==> src/hdl/ssbs_pkg.sv <==
// Package: shared types, constants and hash helpers for the bitmap sketch
package ssbs_pkg;

    localparam int unsigned TableEntriesDefault = 1024;
    localparam logic [9:0]  IndexMaskReset      = 10'd1023;
    localparam logic [6:0]  ThresholdReset      = 7'd32;
    localparam logic [6:0]  CountMax            = 7'd64;
    localparam logic [31:0] HashSeed            = 32'd1;

    localparam logic [0:0] CfgIndexMask = 1'b0;
    localparam logic [0:0] CfgThreshold = 1'b1;

    typedef struct packed {
        logic [31:0] src_ip;
        logic [31:0] dst_ip;
    } in_item_t;

    typedef struct packed {
        logic [9:0]  entry_index;
        logic [6:0]  distinct_count;
        logic        over_threshold;
        logic [31:0] reported_src;
    } out_item_t;

    // Controller to datapath commands
    typedef struct packed {
        logic load_in;
        logic hash_step;
        logic read_req;
        logic write_back;
        logic clear_wr;
        logic load_out;
    } dp_cmd_t;

    function automatic logic [31:0] rotl32(input logic [31:0] x, input int unsigned r);
        rotl32 = (x << r) | (x >> (32 - r));
    endfunction

    // Fold four destination bytes into a bit position 0..63
    function automatic logic [5:0] dest_fold(input logic [31:0] dst);
        logic [7:0] v;
        v = dst[7:0] ^ dst[15:8] ^ dst[23:16] ^ dst[31:24];
        v = v ^ (v >> 2);
        dest_fold = v[5:0];
    endfunction

endpackage

==> src/hdl/ssbs_ctrl.sv <==
// Controller: clearing pass, hash sequencing, read-modify-write and handshakes
module ssbs_ctrl #(
    parameter int unsigned TABLE_ENTRIES = ssbs_pkg::TableEntriesDefault
) (
    input  logic              aclk,
    input  logic              aresetn,
    input  logic              s_valid,
    output logic              s_ready,
    output logic              m_valid,
    input  logic              m_ready,
    output ssbs_pkg::dp_cmd_t cmd,
    output logic [2:0]        hash_phase,
    output logic [$clog2(TABLE_ENTRIES)-1:0] clear_addr
);

    localparam int unsigned AW = $clog2(TABLE_ENTRIES);

    typedef enum logic [2:0] {
        ST_CLEAR, ST_IDLE, ST_HASH, ST_INDEX, ST_READ, ST_UPDATE, ST_OUT
    } state_t;

    state_t state_reg;
    logic [2:0] phase_reg;
    logic [AW-1:0] clr_reg;
    logic mv_reg;

    assign s_ready    = (state_reg == ST_IDLE);
    assign m_valid    = mv_reg;
    assign hash_phase = phase_reg;
    assign clear_addr = clr_reg;

    always_comb begin
        cmd = '0;
        cmd.clear_wr   = (state_reg == ST_CLEAR);
        cmd.load_in    = (state_reg == ST_IDLE) && s_valid;
        cmd.hash_step  = (state_reg == ST_HASH);
        cmd.read_req   = (state_reg == ST_INDEX);
        cmd.write_back = (state_reg == ST_UPDATE);
        cmd.load_out   = (state_reg == ST_UPDATE);
    end

    // Advance the sequence
    always_ff @(posedge aclk) begin
        if (!aresetn) begin
            state_reg <= ST_CLEAR;
            phase_reg <= '0;
            clr_reg   <= '0;
            mv_reg    <= 1'b0;
        end else begin
            case (state_reg)
                ST_CLEAR: begin
                    clr_reg <= clr_reg + 1'b1;
                    if (clr_reg == AW'(TABLE_ENTRIES - 1)) begin
                        state_reg <= ST_IDLE;
                    end
                end
                ST_IDLE: begin
                    if (s_valid) begin
                        phase_reg <= '0;
                        state_reg <= ST_HASH;
                    end
                end
                ST_HASH: begin
                    phase_reg <= phase_reg + 3'd1;
                    if (phase_reg == 3'd6) begin
                        state_reg <= ST_INDEX;
                    end
                end
                ST_INDEX:  state_reg <= ST_READ;
                ST_READ:   state_reg <= ST_UPDATE;
                ST_UPDATE: begin
                    mv_reg    <= 1'b1;
                    state_reg <= ST_OUT;
                end
                ST_OUT: begin
                    if (m_ready) begin
                        mv_reg    <= 1'b0;
                        state_reg <= ST_IDLE;
                    end
                end
                default: state_reg <= ST_IDLE;
            endcase
        end
    end

    a_valid_out: assert property (@(posedge aclk) disable iff (!aresetn)
        m_valid == (state_reg == ST_OUT)) else $error("m_valid out of step");
    a_no_accept_busy: assert property (@(posedge aclk) disable iff (!aresetn)
        s_ready |-> !m_valid) else $error("accept while result pending");
    a_hash_end: assert property (@(posedge aclk) disable iff (!aresetn)
        (state_reg == ST_HASH && phase_reg == 3'd6) |=> state_reg == ST_INDEX)
        else $error("hash sequence broken");
    a_wb_once: assert property (@(posedge aclk) disable iff (!aresetn)
        cmd.write_back |=> !cmd.write_back) else $error("double write-back");

endmodule

==> config.mk <==
export PLATFORM = sky130hd
export DESIGN_NAME = ssbs_ctrl
export DESIGN_NICKNAME = d
export VERILOG_FILES = /design/src/hdl/ssbs_pkg.sv /design/src/hdl/ssbs_ctrl.sv
export SDC_FILE = /design/constraint.sdc
export NUM_CORES = 1
export LEC_CHECK = 0
export ABC_AREA = 0
export BUFFER_PORTS_ARGS = -buffer_cell sky130_fd_sc_hd__buf_4
export CELL_PAD_IN_SITES_DETAIL_PLACEMENT = 0
export CELL_PAD_IN_SITES_GLOBAL_PLACEMENT = 1
export CORE_MARGIN = 3
export CORE_UTILIZATION = 39
export DETAILED_ROUTE_END_ITERATION = 10
export PLACE_DENSITY = 0.88
export SYNTH_ARGS = -nofsm -noshare
export SYNTH_HDL_FRONTEND = slang
export SYNTH_SLANG_ARGS = --single-unit
export TNS_END_PERCENT = 50
==> constraint.sdc <==
create_clock -name aclk -period 4.12 [get_ports aclk]
set_input_delay 0.206 -clock aclk [delete_from_list [all_inputs] [get_ports aclk]]
set_output_delay 0.206 -clock aclk [all_outputs]
set_load 0.005 [all_outputs]
## After elaboration in Yosys (flattened, before gate mapping)

Index checks and enable logic that the tools add are counted.

| word-level totals | value |
|---|---|
| register bits | 17 |
| bits of input ports | 4 |
| output and inout port bits | 21 |
| word-level logic and storage cells | 34 |

| cells by class | value |
|---|---|
| add/sub/neg operators | 2 |
| equality and inequality tests | 12 |
| mux-type cells | 9 |
| reduce and logical (&&, ||, !) cells | 7 |

Operator list:

| operator | number |
|---|---|
| 3-bit case mux with 7 select lines | 1 |
| 3-bit two-way mux | 5 |
| 3-bit == test (second input constant) | 4 |
| 10-bit by 1-bit adder with 10-bit output (second input constant) | 1 |
| 10-bit == test (second input constant) | 1 |
| 3-bit by 2-bit == test with 1-bit output (second input constant) | 2 |
| 3-bit case mux with 2 select lines | 1 |
| 2-bit by 1-bit inequality test with 1-bit output (second input constant) | 2 |
| 2-bit inequality test (second input constant) | 2 |
| 2-bit AND reduction | 2 |
| 4-bit AND reduction | 1 |
| 2-bit nonzero test | 2 |
| 3-bit by 1-bit adder with 3-bit output (second input constant) | 1 |
| 3-bit by 1-bit == test with 1-bit output (second input constant) | 1 |
| 3-bit logical NOT | 1 |
| 1-bit case mux with 2 select lines | 1 |
| 1-bit logical AND | 1 |
| 1-bit two-way mux | 1 |

## Longest topological paths before layout

Gate-level depths: netlist of the first run.

| depth | value |
|---|---|
| word-level depth | 3 |
| mapped depth | 5 |
| mapped depth without buffers | 5 |

## Least setup slack after synthesis of the first run

No wires, ideal clock.

| timing | value |
|---|---|
| path type | reg-to-reg |
| start point | reg clr_reg[0] (netlist: clear_addr[0]) |
| end point | reg clr_reg[8] (netlist: clear_addr[8]) |
| setup time | 135 ps |
| arrival | 1523 ps |
| data required time | 3985 ps |
| setup slack | 2462 ps |
| cell stages (with the launch flop) | 6 |
| period minus slack after synthesis | 1658 ps |
| cells stage by stage | dfxtp_1 ha_1 or4b_1 clkbuf_2 o311ai_0 o41ai_1 |

| on the way | value |
|---|---|
| longest elaborated chain between the ends | 1 |

RTL lines:

| what | RTL line | source |
|---|---|---|
| from (decl) | ssbs_ctrl.sv:24 | `logic [AW-1:0] clr_reg;` |
| from (signal assigned) | ssbs_ctrl.sv:52 | `clr_reg <= clr_reg + 1'b1;` |
| 10-bit by 1-bit adder with 10-bit output | ssbs_ctrl.sv:52 |  |

No other way between the ends.
A chain may end at the register's enable or synchronous reset.

## Final worst setup path of the first run

Ends and elaborated chain as after synthesis.

==> reports/metrics.csv, run 1 <==
stage,metric,value,unit
global_route,grt_pass1_vias,774,
global_route,grt_remaining_overflow,0,
placed_design,gp_congestion,0.733,
floorplanning,rows,16,
worst_setup_path,crit_fanout,7,
pwr,p_leak,0.451,nW
sta,final_hold_viol_count,0,
routing,ant_nets,0,
pwr,power.density,257,nW/µm²
cts,cts_tree,built,
cts,h-tree-depth,1,
finish,antenna_cells,0,
worst_setup_path,crit_path_end_kind,flop,
cts,clkSlewWorstSetupHoldPaths,100,ps
placed_design,pre_cts_slack,2340,ps
sta,max_freq,556,MHz
logic_synthesis,synth_area_leader_cell,dfxtp_1,
cts,clk_latency,290,ps
routing,route.detailed.drc,0,
floorplanning,core_area,2040,µm²
placed_design,port_buffers,24,
logic_synthesis,synth_cell_type_count,34,
worst_setup_path,cp-start-kind,flop,
cts,clock-sinks,17,
worst_setup_path,slowest_stage,or4b_1,
sta,setup_viol,0,
logic_synthesis,synth_area,882,µm²
sta,worst_pin_slew,438,ps
global_route,grt_pass1_wl,3.31,mm
logic_synthesis,synth_top_area_share,38.6,%
routing,dr.pass1.iters,4,
worst_setup_path,cp_cell_sequence,ha_1 > or4b_1 > o311ai_0 > o41ai_1,
sta,setup_ws,2320,ps
finish,largest_reg_flops,10,
sta,slew_violations,0,
logic_synthesis,ys_ff_latch,17,
sta,fin_crit,1800,ps
sta,finalSetupTns,0,ps
worst_setup_path,cp_top_family,simple AND/OR/NAND/NOR gates,
worst_setup_path,cpPeakStageDelay,560,ps
worst_setup_path,rr_worst_depth,4,
pwr,ir_drop,181,µV
routing,vias,812,
cts,post_cts_buffers,0,
floorplanning,die_w,53.6,µm
routing,drt_first_iter_violations,19,
finish,fin_nets,135,
logic_synthesis,yosysSeqAreaShare,38.6,%
global_route,antenna_found_initial,0,
placed_design,dpl.hpwl,1.45,mm
floorplanning,die_h,53.6,µm
worst_hold_path,hp-class,primary input to flop,
cts,cts_made_buffers,3,
global_route,grtUsageTotal,15.8,%
floorplanning,ios,25,
finish,syn_to_final_growth,22.8,%
routing,wl_per_cell,12.6,µm
sta,slew_headroom,70.7,%
sta,post-route-period-util,43.7,%
sta,rsz0062_at_grt,false,
cts,root_buffer,clkbuf_4,
cts,post_cts_resized,0,
worst_setup_path,cp.required,4280,ps
sta,fin_skew,0.686,ps
worst_setup_path,critPathArrivalTime,1960,ps
worst_setup_path,critPathKind,flop to flop,
routing,routed_via_density,5.27,
worst_hold_path,hold_depth,3,
run_status,outcome,"finished, final reports clean",
floorplanning,initial_core_util,43.2,%
logic_synthesis,ys_warn_count,0,
floorplanning,fp.dieArea,2870,µm²
routing,drt_wl_total,1.93,mm
finish,drive_above_1_share,23.6,%
worst_setup_path,cp.depth,4,
logic_synthesis,avgSynthCellArea,8.32,µm²
logic_synthesis,syn-instance-count,106,
global_route,grt_max_degree,17,
logic_synthesis,syn_nets,113,
cts,hold_buffers,0,
logic_synthesis,synthTopCellsByArea,"dfxtp_1 (39%), a21oi_1 (6.2%), ha_1 (4.3%)",
worst_setup_path,path_buf_inv,0,
cts,cts.path.max_buffers,2,
job,maxCapViolCount,0,
## cell families after synthesis
logic type                 share of synthesized area (%)
and+or+nand+nor                                     28.2
AOI/OAI and AO/OA                                   15.9
DFF                                                 38.6
buffers and inverters                               7.80
xor gates and xnor gates                            2.98
adders and majority gates                           4.26
muxes                                               2.27
## worst min-delay path, cell delays in order
cell and delay [ps]:
buf_4 130, nand2_1 60, mux2i_1 50
## synth_stat cells
cell type,n
nor3_1,2
or3b_2,1
a21oi_1,11
dfxtp_1,17
nand4_1,2
a31oi_1,1
and4bb_2,1
o31ai_1,3
o311ai_0,1
xnor2_1,3
nand2b_1,4
nand3_1,4
o211a_1,1
nor2_1,4
nor4_1,2
a211o_1,1
buf_6,1
inv_1,8
clkbuf_1,4
and3b_1,1
mux2i_1,2
nand2_1,10
or2_2,1
or4bb_1,1
or4_1,2
o41ai_1,1
buf_4,1
ha_1,3
and2_1,1
o21ai_0,4
or4b_1,1
clkbuf_2,1
nor2b_1,2
or3_1,4
## layout by cell type (no fill, tap or decap), types with 4 or more instances in the layout
master,count
nor2_1,4
nand3_1,4
o21ai_0,4
dfxtp_1,17
inv_1,8
nand2_1,10
or3_1,4
buf_4,24
nand2b_1,4
a21oi_1,11
## per-layer routing
layer  part of all wire (%)  track usage (%)
met1                     48             21.5
met5                      0                0
met2                     46             24.3
met4                    1.5             6.38
met3                    5.0             3.32
## per-stage QoR
stage / total power [W] / utilization, % / hold slack, ps / std cells / instance area (µm²)
finish: 0.000278 / 53.1 / 209 / 154 / 1080
global route: 0.000291 / 53.1 / 209 / 154 / 1080
CTS: 0.000281 / 53.1 / 205 / 154 / 1080
detailed placement: 0.000194 / 51.8 / 496 / 150 / 1060
global placement: 0.000193 / 51.8 / 477 / 150 / 1060
floorplan: 0.000184 / - / 352 / 106 / 882
## worst paths after layout
path,start,end,slack [ps]
setup / recovery,clear_addr[0],clear_addr[8],2320
hold / removal,aresetn,clear_addr[9],210
setup reg to reg,clear_addr[0],clear_addr[8],2320
hold reg to reg,clear_addr[9],clear_addr[9],510
## report_power, final
group / internal, W / switching (W)
Sequential: 0.000167 / 0.00000297
Clock: 0.0000376 / 0.0000510
Combinational: 0.00000945 / 0.0000102
Total: 0.000214 / 0.0000641
## final cells by class
type                            instances  area, µm²
Timing Repair Buffer                   24        180
Sequential cell                        17        340
Inverter                                8       30.0
Fill cell                             222        958
Tap cell                               27       33.8
Clock buffer                            4       26.3
Multi-Input combinational cell         74        473
Power figures use the tool's default switching activity.
==> run 2: changes to the inputs <==
--- a/config.mk
+++ b/config.mk
@@ -10,9 +10,9 @@
 export CELL_PAD_IN_SITES_DETAIL_PLACEMENT = 0
 export CELL_PAD_IN_SITES_GLOBAL_PLACEMENT = 1
 export CORE_MARGIN = 3
-export CORE_UTILIZATION = 39
+export CORE_UTILIZATION = 36
 export DETAILED_ROUTE_END_ITERATION = 10
-export PLACE_DENSITY = 0.88
+export PLACE_DENSITY = 0.82
 export SYNTH_ARGS = -nofsm -noshare
 export SYNTH_HDL_FRONTEND = slang
 export SYNTH_SLANG_ARGS = --single-unit
==> constraint.sdc (replaced) <==
create_clock -name aclk -period 1.8 [get_ports aclk]
set_input_delay 0.09 -clock aclk [delete_from_list [all_inputs] [get_ports aclk]]
set_output_delay 0.09 -clock aclk [all_outputs]
set_load 0.005 [all_outputs]
==> reports/metrics.csv, run 2 (synthesized netlist as in run 1, its figures left out) <==
stage,metric,value,unit
run_status,outcome,"finished, final reports clean",
sta,rsz0062_at_grt,false,
routing,ant_nets,0,
global_route,grtUsageTotal,12.5,%
worst_setup_path,rr_worst_depth,4,
placed_design,port_buffers,24,
cts,h-tree-depth,1,
global_route,antenna_found_initial,0,
cts,clk_latency,290,ps
pwr,intPower,0.000495,W
floorplanning,core_area,2280,µm²
global_route,grt_max_degree,15,
pwr,power.density,581,nW/µm²
worst_setup_path,r2r_end,clear_addr[8],
pwr,p_seq_share,59.7,%
sta,slew_violations,0,
routing,drt_wl_total,1.87,mm
worst_setup_path,reg2reg_slack,80,ps
routing,drt_first_iter_violations,16,
routing,vias,825,
sta,hold_slack,85.6,ps
worst_setup_path,crit_fanout,7,
placed_design,dpl.hpwl,1.39,mm
sta,finalSetupTns,0,ps
pwr,p_leak,0.472,nW
cts,clkSlewWorstSetupHoldPaths,100,ps
routing,routed_via_density,5.19,
worst_hold_path,hp-class,primary input to flop,
worst_setup_path,crit_path_end_kind,flop,
cts,clock-sinks,17,
cts,root_buffer,clkbuf_4,
worst_setup_path,setup.worst_path.end,clear_addr[8],
job,maxCapViolCount,0,
pwr,ir_drop,611,µV
routing,wl_per_cell,11.8,µm
cts,hold_buffers,0,
worst_setup_path,critPathArrivalTime,1890,ps
sta,fin_skew,0.633,ps
pwr,p_switching,0.000153,W
worst_setup_path,critPathKind,flop to flop,
worst_setup_path,cp-start-kind,flop,
routing,route.detailed.drc,0,
sta,worst_pin_slew,450,ps
worst_setup_path,cp.required,1970,ps
floorplanning,die_w,55.5,µm
global_route,grt_pass1_vias,712,
floorplanning,initial_core_util,38.8,%
sta,fin_crit,1720,ps
finish,fin_nets,139,
sta,slew_headroom,70.0,%
worst_hold_path,hold_depth,3,
finish,final_cell_mix,"buf_4 (28), dfxtp_1 (17), a21oi_1 (11)",
cts,cts.path.max_buffers,2,
cts,post_cts_buffers,0,
sta,post-route-period-util,95.7,%
global_route,grt_remaining_overflow,0,
routing,dr.pass1.iters,3,
floorplanning,ios,25,
global_route,grt_pass1_wl,3.13,mm
pwr,switching_share,23.6,%
pwr,pwr-share-clk,32.0,%
floorplanning,die_h,55.5,µm
floorplanning,fp.dieArea,3080,µm²
pwr,p_comb_share,8.3,%
sta,final_hold_viol_count,0,
finish,antenna_cells,0,
worst_setup_path,cp-startpoint,clear_addr[0],
cts,post_cts_resized,0,
finish,largest_reg_flops,10,
finish,syn_to_final_growth,26.4,%
sta,max_freq,580,MHz
finish,drive_above_1_share,26.0,%
floorplanning,rows,17,
finish,fin_util,49.0,%
cts,cts_made_buffers,3,
finish,final_common_cell,buf_4,
sta,setup_viol,0,
cts,cts_tree,built,
placed_design,gp_congestion,0.713,
finish,fillers,230,
worst_setup_path,r2r-start,clear_addr[0],
## run 2: critical path, cell delays in order, from the launching register on
cell and delay (ps):
dfxtp_1 350, ha_1 170, or4b_1 580, o311ai_0 380, o41ai_1 130
## run 2: worst min-delay path by stage
stage / startpoint / to
detailed placement: aresetn / clear_addr[7]
floorplan: aresetn / clear_addr[9]
global route: aresetn / clear_addr[8]
finish: aresetn / clear_addr[7]
global placement: aresetn / clear_addr[7]
CTS: aresetn / clear_addr[7]
## run 2: cell type report
type	instances	area (µm²)	share of cell area, %
clock buffers	4	26.3	2.36
inverters	8	30.0	2.69
multi-input cells	74	473	42.4
flip-flops and latches	17	340	30.5
well taps	28	35.0	3.14
repair buffers	28	210	18.9
## run 2: through the flow
step                power, W  std cells  area, µm²  setup slack (ps)
CTS                 0.000659        159       1110              68.2
detailed placement  0.000450        155       1090               105
global route        0.000683        159       1110              4.02
finish              0.000648        159       1110              76.9
floorplan           0.000421        106        882               142
global placement    0.000448        155       1090               158
## run 2: power groups by stage
stage	Clock, W	Combinational (W)	Sequential (W)
after floorplan	0	0.0000236	0.000398
after global placement	0	0.0000527	0.000395
after detailed placement	0	0.0000545	0.000396
after CTS	0.000217	0.0000549	0.000387
after global routing	0.000234	0.0000609	0.000389
final	0.000208	0.0000536	0.000387
## run 2: layer usage
layer  vias to the layer above  wire (µm)  global-route usage [%]
met3                         2         93                    5.14
met4                         0         13                    2.08
met5                         -          0                       0
met1                       384        885                    16.2
li1                        425          -                       -
met2                        14        877                    19.8
==> run 3: changes to the inputs <==
--- a/config.mk
+++ b/config.mk
@@ -5,14 +5,15 @@
 export SDC_FILE = /design/constraint.sdc
 export NUM_CORES = 1
 export LEC_CHECK = 0
-export ABC_AREA = 0
+export ABC_AREA = 1
 export BUFFER_PORTS_ARGS = -buffer_cell sky130_fd_sc_hd__buf_4
 export CELL_PAD_IN_SITES_DETAIL_PLACEMENT = 0
 export CELL_PAD_IN_SITES_GLOBAL_PLACEMENT = 1
 export CORE_MARGIN = 3
 export CORE_UTILIZATION = 36
 export DETAILED_ROUTE_END_ITERATION = 10
-export PLACE_DENSITY = 0.82
+export PLACE_DENSITY = 0.83
+export SLEW_MARGIN = 5
 export SYNTH_ARGS = -nofsm -noshare
 export SYNTH_HDL_FRONTEND = slang
 export SYNTH_SLANG_ARGS = --single-unit
==> reports/metrics.csv, run 3 <==
stage,metric,value,unit
run_status,outcome,"finished, final reports clean",
cts,post_cts_buffers,0,
pwr,pwr-share-clk,20.7,%
routing,drt_first_iter_violations,8,
logic_synthesis,yosysSeqAreaShare,36.7,%
worst_setup_path,cp-start-kind,flop,
pwr,power.density,842,nW/µm²
global_route,grt_max_degree,12,
global_route,grt_pass1_vias,788,
logic_synthesis,synth_area_leader_cell,dfxtp_1,
sta,rsz0062_at_grt,false,
sta,max_freq,732,MHz
logic_synthesis,synth_edf_count,0,
worst_setup_path,crit_fanout,5,
pwr,switching_share,35.2,%
logic_synthesis,synth_top_family_by_area,simple AND/OR/NAND/NOR gates,
global_route,grtUsageTotal,12.7,%
worst_hold_path,hold_depth,3,
cts,clock-sinks,17,
logic_synthesis,muxShareOfSynthArea,0,%
finish,syn_to_final_growth,24.8,%
worst_setup_path,rr_worst_depth,8,
worst_setup_path,reg2reg_slack,470,ps
logic_synthesis,synthXorXnorAreaFrac,2.83,%
cts,root_buffer,clkbuf_4,
routing,drt_wl_total,1.95,mm
worst_setup_path,cp.required,1710,ps
sta,slew_violations,0,
sta,post-route-period-util,75.9,%
pwr,intPower,0.000631,W
pwr,totalPowerFinal,0.000975,W
floorplanning,die_w,56.8,µm
logic_synthesis,synthTopCellsByCount,"nand2_1 (22), dfxtp_1 (17), nor2_1 (17)",
pwr,p_comb_share,32.5,%
logic_synthesis,synth_flop_cell,dfxtp_1,
logic_synthesis,ys_warn_count,0,
worst_hold_path,min_to,clear_addr[6],
sta,fin_skew,1.13,ps
sta,fin_crit,1370,ps
floorplanning,rows,17,
sta,slew_headroom,81.7,%
logic_synthesis,yosys.area_share.adder,4.05,%
sta,final_hold_viol_count,0,
pwr,p_leak,0.510,nW
floorplanning,fp.dieArea,3220,µm²
finish,final_cell_mix,"buf_4 (24), nand2_1 (22), nor2_1 (17), dfxtp_1 (17), a21oi_1 (12)",
logic_synthesis,syn_nets,131,
worst_setup_path,crit_path_end_kind,primary output,
floorplanning,ios,25,
global_route,grt_pass1_wl,3.29,mm
finish,fillers,251,
cts,clkSlewWorstSetupHoldPaths,90,ps
logic_synthesis,avgSynthCellArea,7.48,µm²
global_route,grt_remaining_overflow,0,
sta,setup_viol,0,
logic_synthesis,synth_cell_type_count,26,
routing,ant_nets,0,
finish,largest_reg_flops,10,
cts,post_cts_resized,0,
worst_hold_path,hp-class,primary input to flop,
routing,routed_via_density,4.86,
worst_setup_path,critPathKind,flop to primary output,
pwr,p_seq_share,46.8,%
sta,finalSetupTns,0,ps
placed_design,port_buffers,24,
pwr,ir_drop,567,µV
logic_synthesis,yosysMostFrequentCell,nand2_1,
finish,fin_nets,158,
worst_setup_path,r2r-start,clear_addr[0],
logic_synthesis,ys_async_sr_fraction,0,%
cts,cts.path.max_buffers,2,
logic_synthesis,synthTopCellsByArea,"dfxtp_1 (37%), nand2_1 (8.9%), nor2_1 (6.9%)",
placed_design,gp_congestion,0.743,
logic_synthesis,ys_ff_latch,17,
logic_synthesis,synthSimpleGateAreaFrac,37.5,%
pwr,p_switching,0.000343,W
cts,cts_tree,built,
worst_hold_path,min_from,aresetn,
worst_setup_path,critPathArrivalTime,1280,ps
placed_design,dpl.hpwl,1.50,mm
global_route,antenna_found_initial,0,
logic_synthesis,syn-instance-count,124,
routing,route.detailed.drc,0,
cts,h-tree-depth,1,
job,maxCapViolCount,0,
cts,clk_latency,280,ps
sta,worst_pin_slew,273,ps
floorplanning,initial_core_util,40.0,%
routing,vias,865,
finish,drive_above_1_share,30.7,%
floorplanning,die_h,56.8,µm
routing,wl_per_cell,11.0,µm
cts,hold_buffers,0,
routing,dr.pass1.iters,4,
logic_synthesis,synth_area,927,µm²
logic_synthesis,synth_top_area_share,36.7,%
worst_setup_path,r2r_end,state_reg[0],
finish,antenna_cells,0,
logic_synthesis,synth-compound-area-share,10.8,%
cts,cts_made_buffers,3,
floorplanning,core_area,2320,µm²
finish,final_common_cell,buf_4,
-- run 3: layer usage --
| layer | vias up | track usage, % | routed length [µm] |
|---|---|---|---|
| li1 | 453 | - | - |
| met1 | 388 | 15.6 | 931 |
| met2 | 20 | 21.3 | 896 |
| met3 | 4 | 2.07 | 96 |
| met4 | 0 | 5.96 | 27 |
| met5 | - | 0 | 0 |
-- run 3: cells by family after synthesis --
family,after synthesis
flip-flops,17
AO/OA/AOI/OAI,19
AND/OR/NAND/NOR,65
buffers and inverters,17
XOR/XNOR,3
adder cells (fa/ha/maj),3
-- run 3: metrics by stage --
stage	area, µm²	hold WS, ps	instances	util (%)	setup slack (ps)
2_1_floorplan	927	271	124	-	544
5_1_grt	1160	86.8	178	49.9	352
6_report	1160	95.8	178	49.9	435
3_3_place_gp	1130	397	174	48.8	522
3_5_place_dp	1130	405	174	48.8	476
4_1_cts	1160	90.9	178	49.9	444
-- run 3: area by class of cell --
cell class	count	area [µm²]	area share, %
multi-input cells	90	512	44.2
clock buffers	4	26.3	2.27
flip-flops and latches	17	340	29.4
inverters	15	63.8	5.51
well taps	28	35.0	3.03
repair buffers	24	180	15.6
-- run 3: worst max path at each step --
stage / from / to / slack [ps] / cells after the start
4_1_cts: state_reg[0] / cmd[3] / 440 / 3
2_1_floorplan: clear_addr[0] / state_reg[0] / 540 / 8
5_1_grt: state_reg[0] / cmd[3] / 350 / 3
6_report: state_reg[0] / cmd[3] / 430 / 3
3_5_place_dp: clear_addr[0] / state_reg[0] / 480 / 8
3_3_place_gp: clear_addr[0] / state_reg[0] / 520 / 8
-- run 3: worst max-delay path, stage by stage (launching register included) --
cell,delay (ps)
dfxtp_1,490
inv_2,90
nor3_1,250
buf_4,160
-- run 3: power groups by stage --
stage | clock [W] | sequential [W] | combinational [W]
finish | 0.000202 | 0.000456 | 0.000316
CTS | 0.000212 | 0.000456 | 0.000323
floorplan | 0 | 0.000461 | 0.000209
detailed placement | 0 | 0.000464 | 0.000321
global route | 0.000229 | 0.000461 | 0.000359
global placement | 0 | 0.000463 | 0.000318
